--- config.mk ---
export PLATFORM = sky130hd
export DESIGN_NAME = radix_digit_emitter
export DESIGN_NICKNAME = d
export VERILOG_FILES = /design/src/rtl/rde_pkg.sv /design/src/rtl/rde_div.sv /design/src/rtl/radix_digit_emitter.sv
export SDC_FILE = /design/constraint.sdc
export NUM_CORES = 1
export LEC_CHECK = 0
export ABC_AREA = 1
export CORE_UTILIZATION = 55
export DETAILED_ROUTE_END_ITERATION = 16
export DONT_BUFFER_PORTS = 1
export PLACE_DENSITY = 0.73
export SETUP_SLACK_MARGIN = 0.02
export SLEW_MARGIN = 30
export SYNTH_ARGS = -nofsm -noshare
export SYNTH_HDL_FRONTEND = slang
export SYNTH_SLANG_ARGS = --single-unit
--- constraint.sdc ---
create_clock -name clk -period 3.31 [get_ports clk]
set_input_delay 0.662 -clock clk [delete_from_list [all_inputs] [get_ports clk]]
set_output_delay 0.662 -clock clk [all_outputs]
set_load 0.05 [all_outputs]
--- src/rtl/rde_pkg.sv ---
package rde_pkg;

	// Default width of the value to convert
	localparam int unsigned VALUE_WIDTH_DEF = 16;

	// Register and field widths
	localparam int unsigned RADIX_W = 5;
	localparam int unsigned DIGIT_W = 4;
	localparam int unsigned CHAR_W  = 7;

	// Radix limits and reset value
	localparam logic [RADIX_W-1:0] RADIX_RESET = 5'd10;
	localparam logic [RADIX_W-1:0] RADIX_MIN   = 5'd2;
	localparam logic [RADIX_W-1:0] RADIX_MAX   = 5'd16;

	// Character codes
	localparam logic [CHAR_W-1:0] CHAR_NEWLINE = 7'd10;
	localparam logic [CHAR_W-1:0] CHAR_ZERO    = 7'd48;
	localparam logic [CHAR_W-1:0] CHAR_ALPHA   = 7'd65;
	localparam logic [DIGIT_W-1:0] DIGIT_TEN   = 4'd10;

	typedef enum logic [1:0] {
		ST_IDLE,
		ST_DIV,
		ST_EMIT,
		ST_NEWLINE
	} state_t;

	// Map a remainder to its ASCII digit
	function automatic logic [CHAR_W-1:0] digit_char(input logic [DIGIT_W-1:0] d);
		logic [CHAR_W-1:0] c;
		if (d < DIGIT_TEN) begin
			c = CHAR_ZERO + CHAR_W'(d);
		end else begin
			c = CHAR_ALPHA + CHAR_W'(d - DIGIT_TEN);
		end
		return c;
	endfunction

	// Clamp the radix register to the supported bases
	function automatic logic [RADIX_W-1:0] clamp_radix(input logic [RADIX_W-1:0] r);
		logic [RADIX_W-1:0] b;
		if (r < RADIX_MIN) begin
			b = RADIX_MIN;
		end else if (r > RADIX_MAX) begin
			b = RADIX_MAX;
		end else begin
			b = r;
		end
		return b;
	endfunction

endpackage

--- src/rtl/rde_div.sv ---
module rde_div #(
	parameter int unsigned VALUE_WIDTH = rde_pkg::VALUE_WIDTH_DEF
) (
	input  logic                          clk,
	input  logic                          arst_n,
	input  logic                          start,
	input  logic [VALUE_WIDTH-1:0]        dividend,
	input  logic [rde_pkg::RADIX_W-1:0]   base,
	output logic                          done,
	output logic [VALUE_WIDTH-1:0]        quotient,
	output logic [rde_pkg::DIGIT_W-1:0]   remainder
);
	import rde_pkg::*;

	localparam int unsigned CNT_W = $clog2(VALUE_WIDTH + 1);

	logic [VALUE_WIDTH-1:0] quo_q;
	logic [DIGIT_W-1:0]     rem_q;
	logic [CNT_W-1:0]       cnt_q;
	logic                   done_q;
	logic [RADIX_W-1:0]     trial;
	logic                   fits;

	// Bring down the next dividend bit and test against the base
	always_comb begin
		trial = {rem_q, quo_q[VALUE_WIDTH-1]};
		fits  = (trial >= base);
	end

	// Count the steps; one quotient bit per cycle
	always_ff @(posedge clk or negedge arst_n) begin
		if (!arst_n) begin
			cnt_q  <= '0;
			done_q <= 1'b0;
		end else if (start) begin
			cnt_q  <= CNT_W'(VALUE_WIDTH);
			done_q <= 1'b0;
		end else if (cnt_q != '0) begin
			cnt_q  <= cnt_q - CNT_W'(1);
			done_q <= (cnt_q == CNT_W'(1));
		end else begin
			done_q <= 1'b0;
		end
	end

	// Shift the quotient in, keep the partial remainder
	always_ff @(posedge clk) begin
		if (start) begin
			quo_q <= dividend;
			rem_q <= '0;
		end else if (cnt_q != '0) begin
			quo_q <= {quo_q[VALUE_WIDTH-2:0], fits};
			rem_q <= fits ? DIGIT_W'(trial - base) : trial[DIGIT_W-1:0];
		end
	end

	assign done      = done_q;
	assign quotient  = quo_q;
	assign remainder = rem_q;

endmodule

--- src/rtl/radix_digit_emitter.sv ---
// Converts each unsigned input value to ASCII digits in the base held in the radix register
// (2 to 16; smaller settings act as 2, larger as 16), least significant digit first, with
// '0'-'9' and 'A'-'F', followed by a newline transaction that carries last. Every digit
// comes from a bit-serial restoring divider that retires one quotient bit per cycle, and
// output stalls hold each finished digit until the output register is free. One value is
// converted at a time; in_ready is high only between conversions. The radix register resets
// to 10 and is written through the cfg channel, which is always ready; write it only while
// the block is idle.
module radix_digit_emitter #(
	parameter int unsigned VALUE_WIDTH = rde_pkg::VALUE_WIDTH_DEF
) (
	input  logic                         clk,
	input  logic                         arst_n,
	input  logic                         in_valid,
	output logic                         in_ready,
	input  logic [VALUE_WIDTH-1:0]       value,
	output logic                         out_valid,
	input  logic                         out_ready,
	output logic [rde_pkg::CHAR_W-1:0]   character,
	output logic                         last,
	input  logic                         cfg_valid,
	output logic                         cfg_ready,
	input  logic [rde_pkg::RADIX_W-1:0]  cfg_data
);
	import rde_pkg::*;

	state_t                 state_q;
	state_t                 state_d;
	logic [RADIX_W-1:0]     radix_q;
	logic [RADIX_W-1:0]     base;
	logic                   div_start;
	logic [VALUE_WIDTH-1:0] div_dividend;
	logic                   div_done;
	logic [VALUE_WIDTH-1:0] div_quotient;
	logic [DIGIT_W-1:0]     div_remainder;
	logic                   out_valid_q;
	logic [CHAR_W-1:0]      char_q;
	logic                   last_q;
	logic                   slot_free;
	logic                   out_load;
	logic [CHAR_W-1:0]      out_char;
	logic                   out_last;

	// Radix register
	assign cfg_ready = 1'b1;
	always_ff @(posedge clk or negedge arst_n) begin
		if (!arst_n) begin
			radix_q <= RADIX_RESET;
		end else if (cfg_valid && cfg_ready) begin
			radix_q <= cfg_data;
		end
	end

	assign base = clamp_radix(radix_q);

	// Divider: first pass takes the input, later passes the previous quotient
	assign div_dividend = (state_q == ST_IDLE) ? value : div_quotient;

	rde_div #(
		.VALUE_WIDTH (VALUE_WIDTH)
	) u_div (
		.clk       (clk),
		.arst_n    (arst_n),
		.start     (div_start),
		.dividend  (div_dividend),
		.base      (base),
		.done      (div_done),
		.quotient  (div_quotient),
		.remainder (div_remainder)
	);

	assign slot_free = !out_valid_q || out_ready;
	assign in_ready  = (state_q == ST_IDLE);

	// Sequence the divisions and the emitted characters
	always_comb begin
		state_d   = state_q;
		div_start = 1'b0;
		out_load  = 1'b0;
		out_char  = digit_char(div_remainder);
		out_last  = 1'b0;
		case (state_q)
			ST_IDLE: begin
				if (in_valid) begin
					div_start = 1'b1;
					state_d   = ST_DIV;
				end
			end
			ST_DIV: begin
				if (div_done) begin
					state_d = ST_EMIT;
				end
			end
			ST_EMIT: begin
				if (slot_free) begin
					out_load = 1'b1;
					if (div_quotient == '0) begin
						state_d = ST_NEWLINE;
					end else begin
						div_start = 1'b1;
						state_d   = ST_DIV;
					end
				end
			end
			ST_NEWLINE: begin
				if (slot_free) begin
					out_load = 1'b1;
					out_char = CHAR_NEWLINE;
					out_last = 1'b1;
					state_d  = ST_IDLE;
				end
			end
			default: begin
				state_d = ST_IDLE;
			end
		endcase
	end

	always_ff @(posedge clk or negedge arst_n) begin
		if (!arst_n) begin
			state_q <= ST_IDLE;
		end else begin
			state_q <= state_d;
		end
	end

	// Output register: load a character, drop it once taken
	always_ff @(posedge clk or negedge arst_n) begin
		if (!arst_n) begin
			out_valid_q <= 1'b0;
		end else if (out_load) begin
			out_valid_q <= 1'b1;
		end else if (out_ready) begin
			out_valid_q <= 1'b0;
		end
	end

	always_ff @(posedge clk) begin
		if (out_load) begin
			char_q <= out_char;
			last_q <= out_last;
		end
	end

	assign out_valid = out_valid_q;
	assign character = char_q;
	assign last      = last_q;

endmodule

Yosys cells after proc, flatten, opt, wreduce, memory -nomap -nowiden
Index checks and enable logic that the tools add are counted.
{ "totals": {"output_inout_bits": 11, "reg_bits": 42, "input_bits": 26} }
{ "op_classes": {"add_sub_neg": 5, "n_eq_ne": 9, "n_mux": 27, "order_cmp": 4, "reduce_logical": 10} }
{ "op_table": {"columns": ["cell", "n"], "rows": [
  ["16-bit 2-to-1 mux", 3],
  ["7-bit 2-to-1 mux", 3],
  ["5-bit 2-to-1 mux", 4],
  ["16-bit zero test", 1],
  ["2-bit 2-to-1 mux", 5],
  ["1-bit 2-to-1 mux", 9],
  ["2-bit inequality test, second input constant", 4],
  ["2-bit one-hot mux with 4 select lines", 1],
  ["6-bit by 4-bit adder with 7-bit output, first input constant", 1],
  ["7-bit adder, first input constant", 1],
  ["5-bit by 1-bit equality test with 1-bit output, second input constant", 1],
  ["5-bit >= comparator", 1],
  ["5-bit > comparator, second input constant", 1],
  ["5-bit by 2-bit < comparator with 1-bit output, second input constant", 1],
  ["5-bit nonzero test", 1],
  ["4-bit by 4-bit subtractor with 5-bit output, second input constant", 1],
  ["5-bit by 1-bit subtractor with 5-bit output, second input constant", 1],
  ["2-bit equality test, second input constant", 2],
  ["4-bit < comparator, second input constant", 1],
  ["4-bit 2-to-1 mux", 1],
  ["4-bit AND reduction", 1],
  ["2-bit nonzero test", 2],
  ["4-bit subtractor", 1],
  ["2-bit by 1-bit equality test with 1-bit output, second input constant", 1],
  ["other kinds (7)", 7]
]} }

Depth between registers and ports, before layout
Gate-level depths: netlist of the first run.
{ "logic_depth": {"word_depth": 6, "mapped_depth": 13, "depth_no_buf": 13} }

Cells and area by module
Synthesis of the first run repeated with hierarchy kept, for this count alone.
{ "hier_totals": {"cells_unflattened": 293, "hier_area_um2": 2547.4} }
{ "modules_own_cells": {"columns": ["mod", "cells_per_inst", "n_inst", "seq_area_each_um2", "area_per_inst_um2"], "rows": [
  ["rde_div", 160, 1, 710.7, 1392.6],
  ["radix_digit_emitter", 133, 1, 442.9, 1154.9]
]} }

Least setup slack after synthesis of the first run
OpenSTA, ideal clock, no wires.
{ "synth_path": {"kind": "register to register", "from": "register state_q[1]", "to": "register u_div.quo_q[0] (netlist: u_div.quotient[0]) (enable)", "setup_ns": 0.362, "t_arrival_ns": 1.991, "setup_slack_ns": 0.957, "period_less_slack_ns": 2.353, "path_stages_with_launch": 7, "cell_sequence": "dfrtp_1 > nor2_1 > nand2_2 > nand2_4 > nor2_1 > inv_1 > nand2_1"} }
{ "synth_between": {"elab_chain_len": 4} }
{ "synth_lines": {"columns": ["element", "line_no", "text"], "rows": [
  ["from (decl)", "radix_digit_emitter.sv:27", "state_t state_q;"],
  ["from (signal assigned)", "radix_digit_emitter.sv:123", "state_q <= state_d;"],
  ["2-bit zero test (*)", null, null],
  ["named net in_ready", "radix_digit_emitter.sv:15", "output logic in_ready,"],
  ["1-bit one-hot mux with 2 select lines", "radix_digit_emitter.sv:82", "case (state_q)"],
  ["2-bit inequality test (no line) or 2-bit nonzero test (tied branches)", null, null],
  ["2-bit AND reduction (no line) (*)", null, null],
  ["to (signal assigned)", "rde_div.sv:49", "quo_q <= dividend;"],
  ["to (signal assigned)", "rde_div.sv:52", "quo_q <= {quo_q[VALUE_WIDTH-2:0], fits};"],
  ["to (decl)", "rde_div.sv:17", "logic [VALUE_WIDTH-1:0] quo_q;"]
]} }
Mark *: on every way through the listed nets, which the timed path passes. The rest lies on a longest branch.
A chain may end at the register's enable or synchronous reset.

Worst setup path in the final report of the first run
{ "layout_path": {"from": "register out_valid_q (netlist: out_valid)", "to": "register u_div.quo_q[0] (netlist: u_div.quotient[0]) (enable)"} }
{ "layout_between": {"elab_chain_len": 6} }
{ "layout_lines": {"columns": ["element", "line_no", "text"], "rows": [
  ["from (decl)", "radix_digit_emitter.sv:36", "logic out_valid_q;"],
  ["from (signal assigned)", "radix_digit_emitter.sv:130", "out_valid_q <= 1'b0;"],
  ["from (signal assigned)", "radix_digit_emitter.sv:132", "out_valid_q <= 1'b1;"],
  ["from (signal assigned)", "radix_digit_emitter.sv:134", "out_valid_q <= 1'b0;"],
  ["1-bit zero test (*)", "radix_digit_emitter.sv:72", "assign slot_free = !out_valid_q || out_ready;"],
  ["1-bit logical OR (*)", "radix_digit_emitter.sv:72", null],
  ["1-bit 2-to-1 mux (*)", "radix_digit_emitter.sv:95", "if (slot_free) begin"],
  ["1-bit one-hot mux with 2 select lines (*)", "radix_digit_emitter.sv:82", null],
  ["2-bit inequality test (no line) or 2-bit nonzero test (tied branches)", null, null],
  ["2-bit AND reduction (no line) (*)", null, null]
]} }
Every way passes the cells marked *; elsewhere a longest branch is shown, timed or not.

==> run metrics, run 1 <==
I/O Pins=37; # setup viols final=0; final slew viol count=0; Critical Path Fanout Max=21; FFs w/ async S/R, synth=33.3%; final hold violations=0; antenna-violating nets left=0; Num Clock Sinks=42; YS warnings=0; final WL=3880 µm; Die W=66.8 µm; drt wl/cell=12.1 µm; number of synthesized register bits=42; TritonCTS clock tree=done; initial core utilization=57.4%; Slew headroom=56.9%; busiest layer in global routing=met2; Max Clk Rate=0.405 GHz; fin worst setup slack=0.844 ns; CTS buffer count=5; Die Area=4460 µm²; synth top area cells=edfxtp_1, nand2_1, dfrtp_1; total grt overflow=0; met3 usage=5.14%; count of buffers from port buffering=0; core area=4030 µm²; Crit. End Element=register; first-pass GRT wire length=6520 µm; routability cong.=0.772; P_int=1.40 mW; dpl ws=0.735 ns; final non-filler cell total=321; CP Launch Point=out_valid; met2 Use GR=32.1%; CTS Buffer Depth=2; switching share of power=45.5%; DP Area=2330 µm²; status=finished, final reports clean; # resized after CTS=0; CP required=3.24 ns; switching power=1.17 mW; reg2reg path depth=9; fill count=377; total number of vias=1704; dominant synthesized flop cell=edfxtp_1; FF/Latch Area=1150 µm²; DRC Markers=0; largest net degree at the start of global routing=22; initial antenna violation count=0; syn nets=306; vias in the first global route=1535; synthesized area=2310 µm²; max-capacitance violation count=0; fin crit share=74.5%; combinational power share=42.0%; fin nets=309; Synth top cells by count=nand2_1, inv_1, edfxtp_1, nor2_1; Diodes inserted=0; Skew-Pair Late Insertion Delay=0.29 ns; Overall Global Routing Usage=20.0%; Iteration-0 DRC Markers=49; Worst R2R Start=out_valid; Hold Buf Count CTS=0; Initial DRT Pass Iterations=4; Flop pwr share=45.7%; Crit path arrival time=2.40 ns; unrepaired setup endpoints after global routing=no; Final Util=60.1%; largest area contributor in the netlist=edfxtp_1; Final min period=2.47 ns; Sum Neg Setup Slack=0 ns; HPWL after detailed placement=2900 µm; row cnt=23; synth unique cells=31; syn avg cell area=8.66 µm²; area occupied by multi-input gates=998 µm²; most common cell in the synthesized netlist=nand2_1; Leak=1.14 nW; HP Class=primary input to asynchronous set/reset pin; Inst Count DP=313; Die Height=66.8 µm; # Post-CTS Setup Buffers=0; layout cell share with drive strength beyond 1=7.75%; routed vias/inst=5.31; sequential-to-total area share from yosys stat=49.9%; CTS root buf=clkbuf_8; PwrDens=1060 nW/µm²; Cells after Synth=267; Clk pwr share=12.3%; worst IR drop on VDD=522 µV; Critical Path Source Type=register; Post-synth EDFFs=24; CTS H-tree lvls=2; Area Growth Syn to Fin=4.71%; met1 Resource Use GR=25.5%; CTS clk-pin slew, worst paths=0.08 ns; Tightest Pin Transition=0.644 ns; Synth top area share=31.2%; CP Class=register to register; Final Cell Area=2420 µm²; skew final=0.00398 ns
kinds of logic after synthesis:
family | count (synthesis) | share of synthesized area (%)
AO/OA/AOI/OAI | 21 | 4.87
XOR/XNOR | 7 | 2.65
adder cells (fa/ha/maj) | 13 | 7.36
buffers and inverters | 34 | 6.88
flip-flops | 42 | 49.9
multiplexers | 3 | 1.46
other | 1 | 0.162
AND/OR/NAND/NOR | 146 | 26.7
through the flow:
step / total power [mW] / hold WS [ns]
finish: 2.58 / 0.0515
global placement: 2.24 / 0.367
floorplan: 2.08 / 0.366
global route: 2.81 / 0.0336
detailed placement: 2.28 / 0.367
CTS: 2.60 / 0.0455
state kept, by name, indices dropped and copies added, names as in the netlist:
signal,count
radix_q,5
last,1
state_q,2
u_div.done,1
u_div.quotient,16
u_div.remainder,4
out_valid,1
character,7
u_div.cnt_q,5
worst max-delay path, stage by stage, from the launching register on:
cell and delay, ns:
dfrtp_1 0.34, buf_4 0.20, inv_1 0.07, nor2_1 0.26, nor3_2 0.07, nand2_2 0.15
nand2_4 0.17, nor2_1 0.26, inv_1 0.10, nand2_1 0.48
placed cells by master, fill, tap and decap left out:
cell type and n:
inv_1 26, fa_1 1, clkinv_2 1, clkbuf_8 5
edfxtp_1 24, dfxtp_1 4, nand2_2 2, nand3b_1 1
nand2_1 98, nand2_4 1, nor2_1 22, nand4_1 11
mux2_2 3, xnor2_1 2, o21ai_0 11, o211ai_1 1
buf_4 2, nand3_1 6, nor4_1 1, inv_2 2
nor3_2 2, a21oi_1 7, ha_1 12, dfstp_2 2
clkinv_1 1, xor2_1 5, nor3_1 2, clkinvlp_4 1
conb_1 1, o31ai_1 1, a22oi_1 1, dfrtp_1 12
power groups by stage:
| stage | Combinational, mW | Clock [mW] | Sequential, mW |
|---|---|---|---|
| final | 1.08 | 0.317 | 1.18 |
| after floorplan | 0.913 | 0 | 1.17 |
| after global routing | 1.25 | 0.348 | 1.21 |
| after detailed placement | 1.09 | 0 | 1.19 |
| after global placement | 1.06 | 0 | 1.18 |
| after CTS | 1.10 | 0.324 | 1.18 |
path summary, 6_finish.rpt:
| path | end | slack (ns) |
|---|---|---|
| worst max register to register | u_div.quotient[0] | 0.84 |
| worst max-delay path | u_div.quotient[0] | 0.84 |
| worst min register to register | u_div.cnt_q[1] | 0.51 |
| max in group asynchronous | radix_q[3] | 3.09 |
| worst min-delay path | state_q[1] | 0.05 |
| min in group clk | radix_q[0] | 0.46 |
layout make-up:
| cell class | instances | share of cell area [%] |
|---|---|---|
| flip-flops and latches | 42 | 47.7 |
| inverters | 28 | 4.34 |
| well taps | 50 | 2.59 |
| repair buffers | 2 | 0.620 |
| clock buffers | 5 | 2.84 |
| clock inverters | 3 | 0.672 |
| multi-input cells | 191 | 41.3 |
layer usage:
metal  share of wire [%]  routed length (µm)
met5                   0                   0
met2                  47                1820
met1                  45                1750
met4                 1.7                  67
met3                 6.2                 242
Power figures use the tool's default switching activity.
==> run 2, diff against run 1 <==
- PLACE_DENSITY: 0.73 -> 0.76
- clock period: 3.31 -> 2.2 ns (I/O delays scaled with it)
==> run 2 against run 1 <==
  * Global-route usage increased by 1.4 points
  * Final area rose by 2.9%
  * Register-to-register slack worse by 0.65 ns
  * Die area is the same
  * Critical endpoint unchanged
  * Clock skew grew 0.0093 ns
  * Flip-flop and latch count stayed put
  * Clock power rose by 86%
==> run metrics, run 2 (synthesized netlist as in run 1, its figures left out) <==
row cnt=23 (unchanged); Overall Global Routing Usage=21.3% (+1.4 points); final slew viol count=0 (unchanged); # Post-CTS Setup Buffers=0 (unchanged); CTS buffer count=5 (unchanged); DRC Markers=0 (unchanged); hold path start=out_ready; final WL=4210 µm (+8.5%); status=finished, final reports clean; CTS H-tree lvls=2 (unchanged); largest net degree at the start of global routing=21 (-4.5%); r2r setup slk=0.19 ns (-0.65 ns); initial core utilization=57.4% (unchanged); TritonCTS clock tree=done; fin worst setup slack=0.192 ns (-0.651 ns); routability cong.=0.838 (+8.5%); total grt overflow=0 (unchanged); unrepaired setup endpoints after global routing=no; HPWL after detailed placement=3060 µm (+5.3%); Sum Neg Setup Slack=0 ns (unchanged); worst IR drop on VDD=726 µV (+39%); initial antenna violation count=0 (unchanged); met3 usage=5.99% (+0.86 points); Final min period=2.01 ns (-0.459 ns); reg2reg path depth=9 (unchanged); routed vias/inst=5.29 (-0.29%); layout cell share with drive strength beyond 1=9.85% (+2.1 points); CTS root buf=clkbuf_8; Crit. End Element=register; Initial DRT Pass Iterations=4 (unchanged); final hold violations=0 (unchanged); Tightest Pin Transition=0.695 ns (+0.0516 ns); met1 Resource Use GR=28.0% (+2.5 points); count of buffers from port buffering=0 (unchanged); WHS Endpoint=out_valid; Diodes inserted=0 (unchanged); CP Class=register to register; Die W=66.8 µm (unchanged); Max Clk Rate=0.498 GHz (+23%); # setup viols final=0 (unchanged); reg2reg end=u_div.quotient[0]; Crit path arrival time=2.05 ns (-0.35 ns); max-capacitance violation count=0 (unchanged); Worst R2R Start=radix_q[4]; Slew headroom=53.5% (-3.4 points); fin crit share=91.3% (+17 points); met2 Use GR=33.7% (+1.6 points); Hold Path Depth=1; Leak=1.18 nW (+2.9%); Area Growth Syn to Fin=7.80%; HP Class=primary input to register; CTS clk-pin slew, worst paths=0.07 ns (about the same); Critical Path Fanout Max=5 (-76%); CTS Buffer Depth=2 (unchanged); max reg flops=16 (unchanged); commonest cells after routing, fill and taps aside=nand2_1, inv_1, edfxtp_1; busiest layer in global routing=met2; commonest non-fill, non-tap cell in the layout=nand2_1; vias in the first global route=1564 (+1.9%); dpl ws=0.0708 ns (-0.664 ns); CP required=2.24 ns (-1.00 ns); total number of vias=1715 (+0.65%); Iteration-0 DRC Markers=126 (+160%); antenna-violating nets left=0 (unchanged); fin nets=312 (+0.97%); Critical Path Source Type=register; drt wl/cell=13.0 µm (+7.5%); Num Clock Sinks=42 (unchanged); I/O Pins=37 (unchanged); core area=4030 µm² (unchanged); Die Height=66.8 µm (unchanged); PwrDens=1640 nW/µm² (+54%); skew final=0.0133 ns (+0.00931 ns); Skew-Pair Late Insertion Delay=0.29 ns (about the same); first-pass GRT wire length=7020 µm (+7.7%); Die Area=4460 µm² (unchanged)
==> run 2: routing by layer <==
layer | part of all wire, % | wire length [µm]
met5 | 0 | 0
met4 | 0.88 | 37
met3 | 4.1 | 174
met2 | 49 | 2060
met1 | 46 | 1940
==> run 2: layout make-up <==
class	count	area, µm²
Fill cell	356	1540
Sequential cell	42	1150
Multi-Input combinational cell	191	1020
Inverter	28	105
Clock buffer	6	72.6
Tap cell	50	62.6
Timing Repair Buffer	5	40.0
Clock inverter	2	33.8
==> run 2: how the worst max path moves through the flow <==
stage / endpoint / cells after the start / from / slack (ns)
floorplan: u_div.quotient[0] / 8 / out_valid / 0.15
CTS: u_div.quotient[0] / 9 / radix_q[4] / 0.06
global placement: u_div.quotient[0] / 9 / radix_q[4] / 0.18
global route: u_div.quotient[0] / 9 / radix_q[4] / 0.02
finish: u_div.quotient[0] / 9 / radix_q[4] / 0.19
detailed placement: u_div.quotient[0] / 9 / radix_q[4] / 0.07
==> run 2: worst max-delay path, cell delays in order (launching register included) <==
cell     delay [ns]
dfrtp_1        0.40
nor4_2         0.32
a21oi_1        0.12
ha_1           0.31
nand2_1        0.07
inv_1          0.05
nand3_1        0.18
nand3_2        0.16
nand2_1        0.10
nand2_1        0.05
==> run 2: metrics by stage <==
| step | cell area, µm² | cells | utilization, % | total power [mW] | hold slack [ns] |
|---|---|---|---|---|---|
| final | 2490 | 324 | 61.8 | 4.10 | 0.265 |
| after floorplan | 2320 | 267 | - | 3.14 | 0.144 |
| after global placement | 2350 | 315 | 58.4 | 3.41 | 0.145 |
| after global routing | 2490 | 324 | 61.8 | 4.47 | 0.264 |
| after detailed placement | 2350 | 315 | 58.4 | 3.48 | 0.145 |
| after CTS | 2470 | 324 | 61.3 | 4.09 | 0.254 |
==> run 2: power breakdown <==
group          switching, mW  internal (mW)  total [mW]
clock                  0.255          0.335       0.590
combinational           1.12          0.601        1.72
sequential             0.446           1.34        1.79
==> run 2: what timing repair did <==
item	CTS	global route
endpoints found under the setup margin	0	21
endpoints found under the hold margin	14	0
hold buffers	1	0
gates resized for setup	0	4
